===== src/rtl/srl_pkg.sv =====
// shared types and constants for the stereogram row linker
package srl_pkg;
	localparam int MaxWidth = 1024;
	localparam int ColW = $clog2(MaxWidth);
	localparam int EpochW = 8;

	typedef struct packed {
		logic [7:0] depth;
		logic [7:0] rand_blue;
		logic [7:0] rand_green;
		logic [7:0] rand_red;
		logic       row_start;
	} in_item_t;

	typedef struct packed {
		logic [7:0] out_blue;
		logic [7:0] out_green;
		logic [7:0] out_red;
		logic       is_linked;
	} out_item_t;

	typedef struct packed {
		logic [9:0]  eye_separation;
		logic [11:0] eye_distance;
		logic [10:0] row_width;
	} cfg_t;

	typedef enum logic [1:0] {
		CFG_EYE_SEP  = 2'd0,
		CFG_EYE_DIST = 2'd1,
		CFG_ROW_W    = 2'd2
	} cfg_idx_t;

	// one classified pixel handed from the front to the back
	typedef struct packed {
		logic [ColW-1:0] col;
		logic            start;
		logic            link_ok;
		logic [ColW-1:0] lft;
		logic [ColW-1:0] rgt;
		logic [23:0]     rand_col;
	} job_t;

	typedef enum logic [1:0] {
		FR_IDLE,
		FR_MUL,
		FR_DIV,
		FR_PUSH
	} fr_state_t;

	typedef enum logic [2:0] {
		BK_CLEAR,
		BK_IDLE,
		BK_LOOK,
		BK_READ,
		BK_FETCH,
		BK_OUT
	} bk_state_t;
endpackage


===== src/rtl/srl_front.sv =====
// front end: column tracking and iterative separation divide
module srl_front (
	input  logic              clk,
	input  logic              arst_n,
	input  srl_pkg::cfg_t     cfg,
	input  logic              in_valid,
	output logic              in_ready,
	input  srl_pkg::in_item_t in_data,
	output logic              job_valid,
	input  logic              job_ready,
	output srl_pkg::job_t     job
);
	import srl_pkg::*;

	fr_state_t       state_q, state_nx;
	logic [ColW-1:0] col_q;
	logic            start_q;
	logic [ColW-1:0] x_q;
	logic [7:0]      depth_q;
	logic [23:0]     rand_q;
	logic [17:0]     num_q;
	logic [12:0]     den_q;
	logic [17:0]     quo_q;
	logic [12:0]     rem_q;
	logic [4:0]      cnt_q;
	logic [13:0]     trial;
	logic [ColW-1:0] sep;
	logic [ColW:0]   half;
	logic [ColW+1:0] lft_w, rgt_w;
	logic [11:0]     bound;

	always_comb begin
		state_nx = state_q;
		unique case (state_q)
			FR_IDLE: if (in_valid) state_nx = FR_MUL;
			FR_MUL:  state_nx = FR_DIV;
			FR_DIV:  if (cnt_q == 5'd0) state_nx = FR_PUSH;
			FR_PUSH: if (job_ready) state_nx = FR_IDLE;
			default: state_nx = FR_IDLE;
		endcase
	end

	always_comb begin
		in_ready  = (state_q == FR_IDLE);
		job_valid = (state_q == FR_PUSH);
	end

	assign trial = {rem_q, num_q[17]} - {1'b0, den_q};

	always_ff @(posedge clk or negedge arst_n) begin
		if (!arst_n) begin
			state_q <= FR_IDLE;
			col_q   <= '0;
			cnt_q   <= '0;
		end else begin
			state_q <= state_nx;
			if (state_q == FR_IDLE && in_valid) begin
				if (in_data.row_start) col_q <= ColW'(1);
				else col_q <= col_q + 1'b1;
			end
			if (state_q == FR_MUL) cnt_q <= 5'd17;
			if (state_q == FR_DIV && cnt_q != 5'd0) cnt_q <= cnt_q - 1'b1;
		end
	end

	always_ff @(posedge clk) begin
		if (state_q == FR_IDLE && in_valid) begin
			x_q     <= in_data.row_start ? '0 : col_q;
			start_q <= in_data.row_start;
			depth_q <= in_data.depth;
			rand_q  <= {in_data.rand_red, in_data.rand_green, in_data.rand_blue};
		end
		if (state_q == FR_MUL) begin
			num_q <= 18'(cfg.eye_separation) * 18'(depth_q);
			den_q <= 13'(depth_q) + 13'(cfg.eye_distance);
			rem_q <= '0;
			quo_q <= '0;
		end
		if (state_q == FR_DIV) begin
			if (!trial[13]) rem_q <= trial[12:0];
			else rem_q <= {rem_q[11:0], num_q[17]};
			quo_q <= {quo_q[16:0], ~trial[13]};
			num_q <= {num_q[16:0], 1'b0};
		end
	end

	// quotient is at most 1023; a zero divisor gives no separation
	assign sep   = (den_q == 13'd0) ? '0 : quo_q[ColW-1:0];
	assign half  = {2'b0, sep[ColW-1:1]};
	assign lft_w = {2'b0, x_q} - {1'b0, half};
	assign rgt_w = lft_w + {2'b0, sep};
	assign bound = (cfg.row_width < 11'(MaxWidth)) ? {1'b0, cfg.row_width} : 12'(MaxWidth);

	always_comb begin
		job.col      = x_q;
		job.start    = start_q;
		job.link_ok  = !lft_w[ColW+1] && (rgt_w < bound);
		job.lft      = lft_w[ColW-1:0];
		job.rgt      = rgt_w[ColW-1:0];
		job.rand_col = rand_q;
	end
endmodule


===== config.mk =====
export PLATFORM = sky130hd
export DESIGN_NAME = srl_front
export DESIGN_NICKNAME = d
export VERILOG_FILES = /design/src/rtl/srl_pkg.sv /design/src/rtl/srl_front.sv
export SDC_FILE = /design/constraint.sdc
export NUM_CORES = 1
export LEC_CHECK = 0
export BUFFER_PORTS_ARGS = -buffer_cell sky130_fd_sc_hd__buf_2
export CAP_MARGIN = 25
export CORE_ASPECT_RATIO = 0.7
export CORE_MARGIN = 4
export CORE_UTILIZATION = 59
export CTS_CLUSTER_SIZE = 40
export DETAILED_ROUTE_END_ITERATION = 16
export PLACE_DENSITY_LB_ADDON = 0.2
export SLEW_MARGIN = 5
export SYNTH_ARGS = -nofsm -noshare
export SYNTH_HDL_FRONTEND = slang
export SYNTH_SLANG_ARGS = --single-unit

===== constraint.sdc =====
create_clock -name clk -period 5.42 [get_ports clk]
set_input_delay 0.271 -clock clk [delete_from_list [all_inputs] [get_ports clk]]
set_output_delay 0.271 -clock clk [all_outputs]
set_load 0.01 [all_outputs]

Word level (Yosys, flattened, before mapping):

Index checks and enable logic that the tools add are counted.
W data, S select, Z words.

* flip-flop bits (word level): 114
* latch bits: 0
* RAM bits: 0
* bits in read-only memories: 0
* input bits: 70
* output and inout bits: 58
* word-level logic and storage cells: 55
* memories kept: 0

* add/sub/neg operators: 6
* $mul: 1
* divide/modulo/power cells: 0
* $lt $le $gt $ge: 2
* equal/unequal tests: 6
* shift operators: 0
* muxes and demuxes: 16
* bitwise operators: 1
* reduce and logical (&&, ||, !) cells: 11

Operator list (number)
* $mux W10: 4
* $mux W13: 3
* $mux W18: 2
* $mul A10 B8 Y18: 1
* $sub A14 B13 Y14: 1
* $add A8 B12 Y13: 1
* $logic_not A13 Y1: 1
* $add A11 B11 Y12: 1
* $lt A12 B11 Y1: 1
* $lt A11 B11 Y1 const B: 1
* $mux W11: 1
* $sub A10 B9 Y11: 1
* $add A10 B1 Y10 const B: 1
* $mux W5: 2
* $pmux W2 S4: 1
* $mux W2: 3
* $logic_not A5 Y1: 1
* $reduce_bool A5 Y1: 1
* $sub A5 B1 Y5 const B: 1
* $eq A2 B2 Y1 const B: 2
* $ne A2 B2 Y1 const B: 2
* $reduce_bool A2 Y1: 2
* $logic_and A1 B1 Y1: 3
* $reduce_and A3 Y1: 1
* other kinds (5): 5

Longest topological paths before layout:

Gate-level depths: netlist (run 1).

* word-level depth: 6
* mapped depth: 22
* gate-level depth less buffers: 22

Least setup slack after synthesis (run 1):

Ideal clock, no wire load.

* kind: register to output
* from: reg den_q[5]
* to: out job[44] (netlist bit)
* data arrival time: 4.800 ns
* required time: 5.149 ns
* path slack: 0.349 ns
* stages on the path, launching flop included: 19
* buffers on the path: 0
* cell sequence: edfxtp_1 -> or4_1 -> nor4_1 -> nand4_1 -> and2_1 -> ha_1 -> inv_1 -> fa_1 -> ha_1 -> a21o_1 -> a21oi_1 -> o21ai_0 -> o41a_1 -> xor2_1 -> ha_1 -> a21o_1 -> a211oi_1 -> a21oi_1 -> nor3_1

RTL lines
* start: declaration: line srl_front.sv:22 `logic [12:0] den_q;`
* start signal: assignment: line srl_front.sv:75 `den_q <= 13'(depth_q) + 13'(cfg.eye_distance);`
* end: declaration: line srl_front.sv:11 `output srl_pkg::job_t job`

==> results of run 1 <==
## logic make-up after synthesis
family	synth area share
adder cells (fa/ha/maj)	0.2429
multiplexers	0.02003
AO/OA/AOI/OAI	0.1269
XOR/XNOR	0.03816
buffers and inverters	0.05274
AND/OR/NAND/NOR	0.1567
flip-flops	0.3625
## what timing repair did
item | in CTS | in global routing
gates resized for setup | 25 | 25
setup endpoints to repair | 1 | 1
pin swaps | 26 | 31
endpoints found under the hold margin | 17 | 0
hold buffers | 1 | 0
setup buffers | 13 | 11
## layout make-up
type	count	area, µm²	share of cell area
multi-input combinational	672	5612	0.5086
sequential	114	3328	0.3017
timing repair buffer	156	875.8	0.07938
clock buffer	17	425.4	0.03856
inverter	107	404.1	0.03663
tap	195	244.0	0.02211
clock inverter	15	143.9	0.01304
## worst min path at each step
stage / endpoint / startpoint / cells past startpoint
floorplan: cnt_q[0] / arst_n / 0
global placement: col_q[5] / arst_n / 1
detailed placement: col_q[5] / arst_n / 1
CTS: depth_q[4] / in_data[29] / 1
global route: depth_q[6] / in_data[31] / 1
finish: rand_q[19] / in_data[4] / 1
## synth_stat cells, types with 15 or more instances
master	number
mux2i_1	15
and2_1	50
xnor2_1	26
nor2_1	33
nand3_1	17
nor2b_1	15
a21oi_1	35
fa_1	52
nor3_1	21
ha_1	95
edfxtp_1	96
o21ai_0	39
nand2_1	125
inv_1	104
dfrtp_1	17
## state kept, by name, indices dropped and copies added (netlist names)
| name | cells |
|---|---|
| x_q | 10 |
| quo_q | 10 |
| state_q | 2 |
| rem_q | 13 |
| start_q | 1 |
| cnt_q | 5 |
| num_q | 18 |
| rand_q | 24 |
| depth_q | 8 |
| den_q | 13 |
| col_q | 10 |
## metrics by stage
| step | setup WS [ns] | instance area [µm²] |
|---|---|---|
| after floorplan | 0.3487 | 9180 |
| after global placement | 0.2755 | 10000 |
| after detailed placement | 0.08017 | 10000 |
| after CTS | -0.02416 | 10800 |
| after global routing | -0.2228 | 11030 |
| final | -0.009154 | 11030 |
## worst reg2reg max path: stages (launching register included)
cell	delay, ns
edfxtp_1	0.60
nand2_1	0.15
fa_1	0.56
inv_1	0.06
fa_1	0.51
fa_1	0.52
fa_1	0.48
ha_1	0.36
o21ai_0	0.34
a211oi_1	0.17
a221oi_1	0.49
o21ai_0	0.20
xnor2_1	0.21
o31ai_1	0.08
## routing by layer
metal	track usage	share of wire	vias up
met5	0	0	-
met4	0.05043	0.010	0
met3	0.06435	0.077	22
met2	0.3397	0.44	271
met1	0.3624	0.48	3590
li1	-	-	3512
==> results.cfg, run 1 <==
[finish]
final_cells = 1276
synthToLayoutAreaGrowth_pct = 20.19
nFillCells = 1064
layout_commonest_cell = buf_2
n_antenna_cell = 0
drive_gt1_frac = 0.2183
layout.nets = 1285
final_util = 0.7378
final_cell_mix = buf_2, nand2_1, inv_1

[yosys]
yosysTopAreaCell = edfxtp_1
yosysSeqAreaShare = 0.3625
syn-num-nets = 1128
async_flop_share = 0.1491
yosys_warnings = 0
synth.avg_cell_area_um2 = 10.08
synth-main-ff-cell = edfxtp_1
synth_area_leaders = edfxtp_1, ha_1, fa_1, nand2_1, dfrtp_1
synthCells = 911
synth.cell_area_mm2 = 0.009180
netlist-cell-type-count = 62
yosysTopAreaCellShare = 0.3140
synth_edf_count = 96
ys_ff_latch = 114

[timing]
period_minus_slack_ns = 5.429
max_slew_margin = 0.3855
holdWs_ns = 0.02529
rsz0062_at_grt = yes
timing.setup.tns_ns = -0.009154
maxSlewViolCount = 0
worst_pin_slew_ns = 0.9187
setup_ws_ns = -0.009154
post-route-period-util = 1.002
setup_viol = 1
skew_ns = 0.008345
hold_viol_final = 0
clock.fmax_ghz = 0.1842

[critical_path]
endpoint = job[44]
path_cells = or4_4, nor4_4, nand4_1, and2_4, ha_4, inv_4, fa_2, a21o_1, a21oi_4, nor2b_2, o31a_1, a21oi_2, ha_4, buf_4, o41a_1, xor2_1, ha_1, a21o_1, a211oi_2, a21oi_2, nor3_1, buf_2
startpoint_type = flop
critical_path.top_delay_family = simple AND/OR/NAND/NOR gates
worstReg2RegEnd = num_q[17]
crit-reg2reg-launch = depth_q[7]
crit_type = flop to output port
max_stage_delay_ns = 0.56
cp.depth = 22
critPathBufInv = 3
arrival_ns = 5.16
critPathLaunch = den_q[5]
worstPathMaxFanout = 4
critical_path_required_ns = 5.15
crit_slowest_cell = or4_4
crit_path_end_kind = output port
reg2regPathDepth = 13
r2r_slack_ns = 0.44

[cts]
clk_pin_slew_ns = 0.06
cts_buffer_depth = 2
ctsRootBufferMaster = clkbuf_16
cts_buffers = 17
cts_tree = yes
htree_levels = 4
clock_latency_ns = 0.41
cts.sinks = 114

[placed_design]
gp_congestion = 0.8669
dp_hpwl_um = 15390
dp.cells = 1218
portBuffers = 127

[grt]
grt_pass1_wl_um = 34020
grt_max_degree = 54
gr-total-overflow = 0
grt_util_all_layers = 0.2368
antenna_found_initial = 0
first_global_vias = 7061

[outcome]
outcome = finished, violations left
violations = negative setup slack

[floorplanning]
dieWidth_um = 157.1
die_area_mm2 = 0.01765
core_mm2 = 0.01495
die_h_um = 112.4
io_pins = 128
fp-row-count = 37
start_util = 0.6139

[detailed_routing]
drt-total-wl_um = 21220
num_vias = 7395
ant_nets = 0
wl_per_cell_um = 16.63
viasPerCell = 5.795
post-route-drc-count = 0
firstDrtPassIters = 5
drt_iter0_drc = 461

[job]
drv_cap = 0

[worst_hold_path]
hp-class = input pin to flop
Power of run 1 is left out: the tool's default activity adds up to more than one toggle a clock period on the data nets, which glitch-free logic cannot reach.
==> inputs of run 2 (changes only) <==
==> constraint.sdc (replaced) <==
create_clock -name clk -period 5.42 [get_ports clk]
set_input_delay 0 -clock clk [delete_from_list [all_inputs] [get_ports clk]]
set_output_delay 0 -clock clk [all_outputs]
set_load 0.01 [all_outputs]
==> results.cfg, run 2 (synthesized netlist as in run 1, its figures left out) <==
[outcome]
outcome = complete, no violations

[grt]
first_global_vias = 7208
grt_pass1_wl_um = 35470
grt_util_all_layers = 0.2487
gr-total-overflow = 0
grt_max_degree = 51
antenna_found_initial = 0

[cts]
ctsRootBufferMaster = clkbuf_16
htree_levels = 4
cts.sinks = 114
clk_pin_slew_ns = 0.06
cts_buffer_depth = 2
cts_buffers = 17
cts_tree = yes
clock_latency_ns = 0.42

[critical_path]
worstPathMaxFanout = 3
reg2regPathDepth = 13
critical_path_required_ns = 5.42
endpoint = job[44]
arrival_ns = 5.30
crit_path_end_kind = output port
crit_type = flop to output port
crit-reg2reg-launch = depth_q[7]
r2r_slack_ns = 0.52
critPathLaunch = den_q[7]
startpoint_type = flop
worstReg2RegEnd = num_q[17]

[floorplanning]
fp-row-count = 37
io_pins = 128
die_area_mm2 = 0.01765
core_mm2 = 0.01495
dieWidth_um = 157.1
die_h_um = 112.4
start_util = 0.6139

[timing]
post-route-period-util = 0.9784
maxSlewViolCount = 0
skew_ns = 0.01763
timing.setup.tns_ns = 0
setup_viol = 0
period_minus_slack_ns = 5.303
clock.fmax_ghz = 0.1886
worst_pin_slew_ns = 0.9445
max_slew_margin = 0.3683
holdWs_ns = 0.06134
rsz0062_at_grt = yes
hold_viol_final = 0

[detailed_routing]
drt-total-wl_um = 21910
ant_nets = 0
firstDrtPassIters = 7
post-route-drc-count = 0
viasPerCell = 5.716
wl_per_cell_um = 16.78
num_vias = 7465
drt_iter0_drc = 499

[finish]
largest_register_ffs = 24
synthToLayoutAreaGrowth_pct = 23.07
nFillCells = 1063
layout.nets = 1315
final_cell_mix = buf_2, nand2_1, inv_1
regMostFlops = rand_q
layout_commonest_cell = buf_2
n_antenna_cell = 0
drive_gt1_frac = 0.1998
largest_registers = rand_q (24), num_q (18)

[placed_design]
dp_hpwl_um = 15770
portBuffers = 127
gp_congestion = 0.8751

[worst_hold_path]
hp-class = input pin to async pin

[job]
drv_cap = 0
run 2: cell count changes in the layout (fill, tap and decap cells not counted), sizes merged:
cell,before,now
inv,113,112
clkinv,6,7
dlygate4sd3,1,40
buf,155,146
run 2: timing repair:
item                                    4_1_cts  5_1_grt
endpoints found under the hold margin        60        0
hold buffers                                 40        0
resized for setup                             2       40
pin swaps                                     0       26
endpoints found under the setup margin        1        1
buffers inserted                              0       15
run 2: stage by stage:
stage | worst slack (ns) | cell area (µm²) | instances | utilization
final | 0.1168 | 11300 | 1306 | 0.7556
after detailed placement | 0.3222 | 10000 | 1218 | 0.6689
after global placement | 0.5679 | 10000 | 1218 | 0.6689
after global routing | -0.1180 | 11300 | 1306 | 0.7556
after floorplan | 0.6197 | 9180 | 911 | -
after CTS | 0.01555 | 10990 | 1290 | 0.7349
run 2: routing by layer:
layer,routed length (µm),GRT usage
met5,0,0
met4,174,0.05444
met3,1670,0.05549
met2,10070,0.3774
met1,9998,0.3693
run 2: layout make-up:
cell class                 count  area (µm²)  share of cell area
multi-input combinational    672        5554              0.4916
sequential                   114        3328              0.2946
timing repair buffer         186        1195              0.1058
clock buffer                  17       425.4             0.03765
inverter                     107       404.1             0.03577
tap                          195       244.0             0.02159
clock inverter                15       147.6             0.01307
run 2: critical path: stages, from the launching register on:
cell	delay, ns
edfxtp_1	0.41
or4_4	0.56
nor4_4	0.27
nand4_1	0.23
and2_4	0.25
ha_4	0.16
inv_4	0.05
fa_2	0.49
fa_2	0.42
a21o_1	0.22
a211oi_2	0.22
nor2_2	0.08
o41ai_4	0.34
xnor2_1	0.15
ha_1	0.35
o2111ai_1	0.11
a31o_2	0.24
a21oi_2	0.14
nor3_1	0.05
buf_2	0.15
run 2: worst min-delay path by stage:
| stage | end | from | slack, ns | depth (start not counted) |
|---|---|---|---|---|
| after detailed placement | col_q[5] | arst_n | -0.04 | 1 |
| final | col_q[0] | arst_n | 0.06 | 2 |
| after global placement | col_q[5] | arst_n | -0.04 | 1 |
| after CTS | col_q[0] | arst_n | 0.06 | 2 |
| after global routing | col_q[0] | arst_n | 0.09 | 2 |
| after floorplan | cnt_q[0] | arst_n | -0.30 | 0 |
Power of run 2 is left out for the same reason.
