**src/rtl/srl_pkg.sv**
```systemverilog
// shared types and constants for the stereogram row linker
package srl_pkg;
	localparam int MaxWidth = 1024;
	localparam int ColW = $clog2(MaxWidth);
	localparam int EpochW = 8;

	typedef struct packed {
		logic [7:0] depth;
		logic [7:0] rand_blue;
		logic [7:0] rand_green;
		logic [7:0] rand_red;
		logic       row_start;
	} in_item_t;

	typedef struct packed {
		logic [7:0] out_blue;
		logic [7:0] out_green;
		logic [7:0] out_red;
		logic       is_linked;
	} out_item_t;

	typedef struct packed {
		logic [9:0]  eye_separation;
		logic [11:0] eye_distance;
		logic [10:0] row_width;
	} cfg_t;

	typedef enum logic [1:0] {
		CFG_EYE_SEP  = 2'd0,
		CFG_EYE_DIST = 2'd1,
		CFG_ROW_W    = 2'd2
	} cfg_idx_t;

	// one classified pixel handed from the front to the back
	typedef struct packed {
		logic [ColW-1:0] col;
		logic            start;
		logic            link_ok;
		logic [ColW-1:0] lft;
		logic [ColW-1:0] rgt;
		logic [23:0]     rand_col;
	} job_t;

	typedef enum logic [1:0] {
		FR_IDLE,
		FR_MUL,
		FR_DIV,
		FR_PUSH
	} fr_state_t;

	typedef enum logic [2:0] {
		BK_CLEAR,
		BK_IDLE,
		BK_LOOK,
		BK_READ,
		BK_FETCH,
		BK_OUT
	} bk_state_t;
endpackage

```
**src/rtl/srl_queue.sv**
```systemverilog
// two-entry queue between front and back
module srl_queue (
	input  logic          clk,
	input  logic          arst_n,
	input  logic          push_valid,
	output logic          push_ready,
	input  srl_pkg::job_t push_data,
	output logic          pop_valid,
	input  logic          pop_ready,
	output srl_pkg::job_t pop_data
);
	import srl_pkg::*;

	job_t       mem_q [2];
	logic       wp_q, rp_q;
	logic [1:0] cnt_q;
	logic       do_push, do_pop;

	assign push_ready = (cnt_q != 2'd2);
	assign pop_valid  = (cnt_q != 2'd0);
	assign pop_data   = mem_q[rp_q];
	assign do_push    = push_valid && push_ready;
	assign do_pop     = pop_valid && pop_ready;

	always_ff @(posedge clk) begin
		if (do_push) mem_q[wp_q] <= push_data;
	end

	always_ff @(posedge clk or negedge arst_n) begin
		if (!arst_n) begin
			wp_q  <= 1'b0;
			rp_q  <= 1'b0;
			cnt_q <= '0;
		end else begin
			if (do_push) wp_q <= ~wp_q;
			if (do_pop) rp_q <= ~rp_q;
			cnt_q <= cnt_q + {1'b0, do_push} - {1'b0, do_pop};
		end
	end
endmodule

```
**config.mk**
```make
export PLATFORM = sky130hd
export DESIGN_NAME = srl_queue
export DESIGN_NICKNAME = d
export VERILOG_FILES = /design/src/rtl/srl_pkg.sv /design/src/rtl/srl_queue.sv
export SDC_FILE = /design/constraint.sdc
export NUM_CORES = 1
export LEC_CHECK = 0
export ABC_AREA = 1
export BUFFER_PORTS_ARGS = -buffer_cell sky130_fd_sc_hd__buf_2
export CORE_MARGIN = 5
export CORE_UTILIZATION = 39
export CTS_CLUSTER_SIZE = 8
export DETAILED_ROUTE_END_ITERATION = 8
export SYNTH_ARGS = -nofsm -noshare
export SYNTH_HDL_FRONTEND = slang
export SYNTH_SLANG_ARGS = --single-unit
export TNS_END_PERCENT = 10
```
**constraint.sdc**
```tcl
create_clock -name clk -period 5.8 [get_ports clk]
set_clock_uncertainty 0.2 [all_clocks]
set_input_delay 1.45 -clock clk [delete_from_list [all_inputs] [get_ports clk]]
set_output_delay 1.45 -clock clk [all_outputs]
set_load 0.03 [all_outputs]
```
After elaboration in Yosys (flattened, before gate mapping)
Memories as Yosys holds them, arrays and structs flattened.
Index checks and enable logic that the tools add are counted.
{ "word_totals": {"wordCells": 14, "register_bits": 4, "n_memories": 1, "in_bits": 60, "ram_bits": 112, "out_inout_bits": 58} }
{ "mem_list": {"columns": ["memory", "depth", "word_bits", "rd", "rd_clocked_by_memory_dff", "write_ports", "line_no", "source"], "rows": [
  ["mem_q", 2, 56, 1, 0, 1, "srl_queue.sv:14", "job_t mem_q [2];"]
]} }
{ "op_classes": {"add_sub_neg": 2, "mux": 2, "reduce_logical": 3, "bitwise": 2, "n_eq_ne": 1} }
{ "op_table": {"columns": ["cell", "count"], "rows": [
  ["$add A2 B1 Y2", 1],
  ["$logic_and A1 B1 Y1", 2],
  ["$mux W1", 2],
  ["$ne A2 B2 Y1 const B", 1],
  ["$not A1 Y1", 2],
  ["$reduce_bool A2 Y1", 1],
  ["$sub A2 B1 Y2", 1]
]} }

Depth between registers and ports, before layout
Gate-level depths: netlist of run 1.
{ "logic_depth": {"ltp_word": 4, "depth_mapped": 10, "mapped_depth_nobuf": 10} }

Worst setup path before layout of run 1
Ideal clock, no wire load.
{ "synth_path": {"path_type": "in2reg", "from": "input push_valid", "to": "memory mem_q[1][0] (netlist bit) (enable)", "n_path_buf": 0, "path_slack_ns": 1.235, "cell_stages": 2, "t_required_ns": 5.130, "t_arrival_ns": 3.895, "setup_ns": 0.470, "path_cell_list": "nand2_1 > nor2_1"} }
{ "synth_via": {"elab_chain_cells": 3} }
{ "synth_lines": {"columns": ["item", "line_no", "source"], "rows": [
  ["from (decl)", "srl_queue.sv:5", "input logic push_valid,"],
  ["$logic_and A1 B1 Y1", "srl_queue.sv:22", "assign do_push = push_valid && push_ready;"],
  ["$mux W1", "srl_queue.sv:26", "if (do_push) mem_q[wp_q] <= push_data;"],
  ["$mux W1 (implied by the code)", "srl_queue.sv:26", null],
  ["to (decl)", "srl_queue.sv:14", null]
]} }
No other way between the ends.

==> impl_metrics.yaml, run 1 <==
worst_setup_path:
  critPathLaunchType: "flop"
  max_stage_delay_ps: 750
  cp-end-kind: "primary output"
  path_cells: "inv_2 > nand2_1 > nand2_1 > buf_2"
  cp_common_cell: "nand2_1"
  crit_arrival_ps: 2110
  path_delay_family: "buffers and inverters"
  worst-setup-path-type: "reg2out"
  worstPathRequired_ps: 4150
  crit_fanout: 57
  worst-path-buf-inv: 2
  cp_slowest_cell: "inv_2"
place:
  numPortBuffers: 117
  gp_congestion: 0.6853
  dpl.hpwl_um: 5134
  placed_area_mm2: 0.005012
timing:
  setup_viol: 0
  timing.final.crit_share_pct: 64.75
  max_freq_mhz: 266.3
  relSlewSlack_pct: 30.74
  hold_violations: 0
  min_period_ps: 3755
  worst_pin_slew_ps: 1037
  tns_ps: 0
  rsz0062_at_grt: "no"
  slew_violations: 0
clock_tree:
  clk_latency_ps: 490
  clkTransAtPathRegs_ps: 50
  cts_tree: "built"
  root_buffer: "clkbuf_8"
  cts_resized: 0
  cts.sinks: 116
  cts.hold.buffers_added: 0
  clockBufferDepth: 2
  htree_levels: 4
  post-cts-setup-buffers: 0
  cts_buffers: 17
yosys:
  syn_area_mm2: 0.004293
  yosysUniqueCellTypes: 10
  syn_inst: 324
  syn_avg_cell_area_um2: 13.25
  synthTopCellsByArea: "edfxtp_1 (78%), nand2_1 (16%), dfrtp_1 (2.3%), buf_4 (0.87%), buf_2 (0.82%)"
  ys_seq_area_share_pct: 80.68
  synth_top_area_share_pct: 78.34
  synth_seq_cells: 116
  syn-num-nets: 386
  yosys.area.top_type: "edfxtp_1"
  ys_warn_count: 0
finish:
  area_growth_pct: 29.70
  finalNetCount: 513
  fin_area_mm2: 0.005568
  final_cell_mix: "nand2_1 (181), buf_2 (117), edfxtp_1 (112), clkbuf_16 (16), inv_1 (7)"
  multi_input_area_um2: 730.7
  n_antenna_cell: 0
  drive_gt1_share_pct: 33.19
  nFillCells: 910
  seq_area_mm2: 0.003465
  final_common_cell: "nand2_1"
detailed_routing:
  drt_pass1_iterations: 4
  wl_um: 8506
  post_drt_wl_per_cell_um: 14.08
  vias_per_cell: 4.450
  vias: 2688
  ant_nets: 0
  drtIter0Drc: 117
  drc_errors: 0
power_and_ir_drop:
  finalPower_mw: 3.324
  ir_worst_vdd_v: 0.0005556
  power_density_mw_per_mm2: 597.0
  p_leak_nw: 2.427
global_route:
  grt_pass1_vias: 2669
  antenna_found_initial: 0
  overflow: 0
  grt_pass1_wl_um: 13220
  grt_start_max_net_pins: 58
  grt_usage_pct: 13.42
floorplan:
  die-area_mm2: 0.01321
  fp.dieH_um: 114.9
  fp-row-count: 38
  fp.dieW_um: 114.9
  io_pins: 118
  start_util_pct: 39.78
  fp.coreArea_mm2: 0.01079
hold_path:
  min_path_type: "reg2reg"
run_status:
  outcome: "finished clean"
job:
  cap_violations: 0
==> worst register-to-register path, cell delays in order (launching register included) <==
cell     delay [ps]
dfrtp_1         390
nand2_1         120
nand2_1         130
nor2_4          760
buf_4           490
==> path summary, 6_finish.rpt <==
check | end | cells past startpoint | startpoint | slack [ps]
setup / recovery | pop_data[26] | 4 | rp_q | 2040
hold / removal | wp_q | 2 | wp_q | 270
setup reg to reg | mem_q[1][14] | 4 | cnt_q[1] | 3380
hold reg to reg | wp_q | 2 | wp_q | 270
max in group asynchronous | rp_q | 1 | arst_n | 4720
min in group asynchronous | cnt_q[0] | 1 | arst_n | 550
==> kinds of logic after synthesis <==
| logic type | Yosys count | synth area share (%) |
|---|---|---|
| fa+ha+maj | 2 | 0.5828 |
| buf+inv | 21 | 2.477 |
| flops | 116 | 80.68 |
| simple gates | 185 | 16.26 |
==> cells in the mapped netlist <==
library cell	count
nand2_1	181
edfxtp_1	112
inv_1	8
buf_2	7
buf_4	5
dfrtp_1	4
nand3_1	3
ha_1	2
inv_2	1
nor2_1	1
==> routing by layer <==
metal / share of wire, % / GRT usage [%] / vias up
li1: - / - / 1343
met1: 43 / 15.85 / 1262
met2: 49 / 21.72 / 79
met3: 6.8 / 5.684 / 4
met4: 0.49 / 5.399 / 0
met5: 0 / 0 / -
==> flip-flops by register name, indices dropped and copies added, names as in the netlist <==
register  flops
mem_q       112
rp_q          1
cnt_q         2
wp_q          1
==> area by class of cell <==
cell class	count	share of cell area (%)
sequential	116	62.22
multi-input combinational	187	13.12
timing repair buffer	120	10.92
clock buffer	17	7.438
tap	140	3.146
clock inverter	15	2.539
inverter	9	0.6067
==> per-stage QoR <==
step,cells,util (%),setup slack [ps],hold slack (ps)
floorplan,324,-,1235,241.9
global placement,572,46.44,2298,255.2
detailed placement,572,46.44,2252,259.2
CTS,604,51.59,1922,272.9
global route,604,51.59,1771,290.5
finish,604,51.59,2045,273.8
==> where the power goes <==
part | internal (mW) | total (mW) | switching (mW)
clock network | 0.603 | 0.956 | 0.353
registers | 1.15 | 1.19 | 0.0416
logic | 0.276 | 1.18 | 0.903
total | 2.03 | 3.32 | 1.30
Power figures use the tool's default switching activity.
==> run 2: changes to the inputs <==
==> constraint.sdc (replaced) <==
create_clock -name clk -period 3.2 [get_ports clk]
set_clock_uncertainty 0.2 [all_clocks]
set_input_delay 0.8 -clock clk [delete_from_list [all_inputs] [get_ports clk]]
set_output_delay 0.8 -clock clk [all_outputs]
set_load 0.03 [all_outputs]
==> impl_metrics.yaml, run 2 (synthesis gave the netlist of run 1 again) <==
global_route:
  antenna_found_initial: 0
  grt_pass1_wl_um: 14140
  grt_usage_pct: 14.34
  overflow: 0
  grt_start_max_net_pins: 58
  grt_pass1_vias: 2922
detailed_routing:
  drtIter0Drc: 128
  wl_um: 8887
  ant_nets: 0
  vias: 2700
  drt_pass1_iterations: 4
  top_layer_used: "met4"
  met3WireLength_um: 682
  post_drt_wl_per_cell_um: 14.67
  wl_met2_um: 4323
  vias_per_cell: 4.455
  wl_met1_um: 3706
  drc_errors: 0
worst_setup_path:
  cp-end-kind: "primary output"
  path_delay_family: "buffers and inverters"
  critPathLaunch: "rp_q"
  worstPathRequired_ps: 2200
  max_stage_delay_ps: 400
  critical_path.endpoint: "pop_data[1]"
  r2r-end: "mem_q[0][10]"
  crit_arrival_ps: 1860
  worst-setup-path-type: "reg2out"
  critPathLaunchType: "flop"
  path_cells: "inv_2 > buf_12 > nand2_1 > nand2_1 > buf_2"
  r2r_slack_ps: 1310
  cp_slowest_cell: "dfrtp_2"
  rr_worst_depth: 4
  crit_fanout: 36
  r2r-start: "wp_q"
  worst-path-buf-inv: 3
  cp_common_cell: "nand2_1"
  crit_cells: 5
timing:
  hold_ws_ps: 276.8
  relSlewSlack_pct: 56.86
  slew_violations: 0
  layout_setup_ws_ps: 341.8
  timing.final.crit_share_pct: 89.32
  max_freq_mhz: 349.9
  tns_ps: 0
  setup_viol: 0
  hold_violations: 0
  worst_pin_slew_ps: 647.1
  rsz0062_at_grt: "no"
  min_period_ps: 2858
hold_path:
  holdPathStages: 1
  min_path_type: "in2reg"
run_status:
  outcome: "finished clean"
place:
  placed_area_mm2: 0.005057
  gp_congestion: 0.7104
  dp_slack_ps: 834.2
  dpl.hpwl_um: 5602
  numPortBuffers: 117
  dp_cells: 573
power_and_ir_drop:
  p_sw_share_pct: 38.73
  comb_power_share_pct: 36.2
  ir_worst_vdd_v: 0.0005758
  finalPower_mw: 6.055
  power_density_mw_per_mm2: 1080
  power_frac_seq_pct: 35.6
  p_clk_share_pct: 28.3
  power.switching_mw: 2.345
  p_leak_nw: 2.452
  p_int_mw: 3.710
finish:
  multi_input_area_um2: 730.7
  largest_register_ffs: 112
  top_regs: "mem_q: 112 flops, cnt_q: 2 flops"
  final_common_cell: "nand2_1"
  final_core_util_pct: 51.96
  n_antenna_cell: 0
  largest-register: "mem_q"
  nFillCells: 933
  final_cell_mix: "nand2_1 (181), buf_2 (117), edfxtp_1 (112), clkbuf_16 (16), inv_1 (7)"
  finalNetCount: 515
  fin_cells: 606
  area_growth_pct: 30.63
  drive_gt1_share_pct: 32.40
  seq_area_mm2: 0.003465
  fin_area_mm2: 0.005608
floorplan:
  fp.dieH_um: 114.9
  start_util_pct: 39.78
  die-area_mm2: 0.01321
  fp-row-count: 38
  fp.coreArea_mm2: 0.01079
  io_pins: 118
  fp.dieW_um: 114.9
clock_tree:
  clockBufferDepth: 2
  cts_buffers: 17
  cts.sinks: 116
  root_buffer: "clkbuf_8"
  cts_tree: "built"
  clk_latency_ps: 510
  clkTransAtPathRegs_ps: 50
  htree_levels: 4
  post-cts-setup-buffers: 0
  cts_resized: 0
job:
  cap_violations: 0
run 2: routing by layer:
| layer | vias to the layer above | global-route usage [%] |
|---|---|---|
| li1 | 1343 | - |
| met1 | 1251 | 16.13 |
| met2 | 89 | 23.30 |
| met3 | 17 | 6.947 |
| met4 | 0 | 6.103 |
| met5 | - | 0 |
run 2: repair_timing:
action                                  4_1_cts  5_1_grt
hold buffers                                  1        0
endpoints found under the hold margin         4        0
endpoints found under the setup margin        0        0
run 2: worst min path at each step:
stage | from | to | slack, ps
final | push_data[38] | mem_q[1][38] | 280
after global routing | push_data[42] | mem_q[0][42] | 250
after CTS | push_data[38] | mem_q[1][38] | 250
after detailed placement | cnt_q[0] | cnt_q[0] | 290
after global placement | wp_q | wp_q | 260
after floorplan | wp_q | wp_q | 240
run 2: power groups by stage:
stage | sequential [mW] | clock, mW | combinational, mW
after CTS | 2.16 | 1.75 | 2.24
after global placement | 2.17 | 0 | 2.23
after detailed placement | 2.19 | 0 | 2.24
after floorplan | 2.18 | 0 | 1.54
final | 2.15 | 1.71 | 2.19
after global routing | 2.18 | 1.83 | 2.39
run 2: area by class of cell:
type / count / area share (%)
Sequential cell: 116 / 61.78
Multi-Input combinational cell: 187 / 13.03
Timing Repair Buffer: 122 / 11.83
Clock buffer: 21 / 7.653
Tap cell: 140 / 3.124
Clock inverter: 11 / 1.986
Inverter: 9 / 0.6024
==> run 3: changes to the inputs <==
--- a/config.mk
+++ b/config.mk
@@ -6,11 +6,11 @@
 export NUM_CORES = 1
 export LEC_CHECK = 0
 export ABC_AREA = 1
-export BUFFER_PORTS_ARGS = -buffer_cell sky130_fd_sc_hd__buf_2
 export CORE_MARGIN = 5
 export CORE_UTILIZATION = 39
 export CTS_CLUSTER_SIZE = 8
 export DETAILED_ROUTE_END_ITERATION = 8
+export DONT_BUFFER_PORTS = 1
 export SYNTH_ARGS = -nofsm -noshare
 export SYNTH_HDL_FRONTEND = slang
 export SYNTH_SLANG_ARGS = --single-unit
==> impl_metrics.yaml, run 3 (synthesis gave the netlist of run 1 again) <==
run_status:
  outcome: "finished clean"
clock_tree:
  cts.sinks: 116
  clkTransAtPathRegs_ps: 60
  post-cts-setup-buffers: 0
  cts_tree: "built"
  cts_buffers: 17
  htree_levels: 4
  cts_resized: 0
  clk_latency_ps: 500
  root_buffer: "clkbuf_8"
  clockBufferDepth: 2
finish:
  largest_register_ffs: 112
  n_antenna_cell: 0
  final_cell_mix: "nand2_1 (181), edfxtp_1 (112), clkbuf_16 (16), inv_1 (7), clkinv_2 (6)"
  seq_area_mm2: 0.003465
  fin_cells: 488
  drive_gt1_share_pct: 10.06
  final_common_cell: "nand2_1"
  multi_input_area_um2: 730.7
  nFillCells: 930
  largest-register: "mem_q"
  finalNetCount: 398
  top_regs: "mem_q: 112 flops, cnt_q: 2 flops"
  area_growth_pct: 16.32
  fin_area_mm2: 0.004994
floorplan:
  io_pins: 118
  fp.dieH_um: 114.9
  fp.coreArea_mm2: 0.01079
  fp.dieW_um: 114.9
  start_util_pct: 39.78
  die-area_mm2: 0.01321
  fp-row-count: 38
detailed_routing:
  wl_um: 8212
  vias_per_cell: 4.701
  vias: 2294
  post_drt_wl_per_cell_um: 16.83
  drtIter0Drc: 133
  ant_nets: 0
  drc_errors: 0
  drt_pass1_iterations: 4
global_route:
  antenna_found_initial: 0
  grt_start_max_net_pins: 58
  overflow: 0
  grt_pass1_vias: 2386
  grt_pass1_wl_um: 12740
  grt_usage_pct: 13.06
worst_setup_path:
  r2r-end: "mem_q[0][38]"
  worstPathRequired_ps: 2200
  r2r-start: "cnt_q[1]"
  cp_common_cell: "nand2_1"
  worst-setup-path-type: "reg2out"
  r2r_slack_ps: 1050
  max_stage_delay_ps: 410
  cp_slowest_cell: "inv_2"
  rr_worst_depth: 4
  critical_path.endpoint: "pop_data[35]"
  path_cells: "inv_2 > buf_12 > nand2_1 > nand2_1"
  critPathLaunchType: "flop"
  crit_fanout: 31
  crit_arrival_ps: 1910
  critPathLaunch: "rp_q"
  cp-end-kind: "primary output"
place:
  numPortBuffers: 0
  dp_slack_ps: 759.8
  gp_congestion: 0.7337
  placed_area_mm2: 0.004472
  dp_cells: 456
  dpl.hpwl_um: 5148
power_and_ir_drop:
  p_leak_nw: 1.970
  ir_worst_vdd_v: 0.0007593
  power_density_mw_per_mm2: 1117
timing:
  setup_viol: 0
  layout_setup_ws_ps: 293.4
  hold_violations: 0
  slew_violations: 0
  relSlewSlack_pct: 59.40
  tns_ps: 0
  min_period_ps: 2907
  max_freq_mhz: 344.0
  rsz0062_at_grt: "no"
  worst_pin_slew_ps: 609.0
  timing.final.crit_share_pct: 90.83
hold_path:
  min_path_type: "in2reg"
job:
  cap_violations: 0
run 3: changes by cell type in the layout (fill, tap and decap cells not counted), sizes merged:
cell	delta
clkbuf	-3
buf	-117
bufinv	-1
clkinvlp	+1
clkinv	+2
run 3: layout make-up:
class / instances / share of cell area (%)
clock buffers: 18 / 8.369
repair buffers: 5 / 1.553
clock inverters: 13 / 1.879
inverters: 9 / 0.6765
flip-flops and latches: 116 / 69.38
well taps: 140 / 3.508
multi-input cells: 187 / 14.63
run 3: metrics by stage:
step           utilization [%]  hold WS [ps]  total power, mW
3_5_place_dp             41.43         262.3            4.048
5_1_grt                  46.27         154.3            5.904
2_1_floorplan                -         241.9            3.721
4_1_cts                  46.27         158.0            5.693
6_report                 46.27         189.3            5.580
3_3_place_gp             41.43         255.1            4.025
run 3: worst min-delay path by stage:
stage / slack (ps) / end / from / cells past startpoint
floorplan: 240 / wp_q / wp_q / 2
global placement: 260 / wp_q / wp_q / 2
detailed placement: 260 / wp_q / wp_q / 2
CTS: 160 / mem_q[0][10] / push_data[10] / 0
global route: 150 / mem_q[0][10] / push_data[10] / 0
finish: 190 / mem_q[1][12] / push_data[12] / 0
run 3: repair_timing:
action | CTS | global route
hold buffers | 1 | 0
endpoints found under the hold margin | 4 | 0
setup endpoints to repair | 0 | 0
run 3: metal layers:
layer  share of wire, %  wire [um]  GRT usage, %
met4                1.6        132         4.773
met3                 11        930         8.579
met5                  0          0             0
met2                 49       4056         20.22
met1                 38       3092         14.46
run 3: worst max-delay path, delay by kind of cell, from the launching register on:
kind / cells / cell delay, ps
buf+inv: 2 / 670
flops: 1 / 400
simple gates: 2 / 320
run 3: where the power goes:
group	leakage [nW]	total, mW	switching [mW]	internal [mW]
Sequential	1.09	2.15	0.0788	2.08
Combinational	0.633	1.81	1.55	0.265
Clock	0.248	1.61	0.611	1.00
Total	1.97	5.58	2.24	3.34
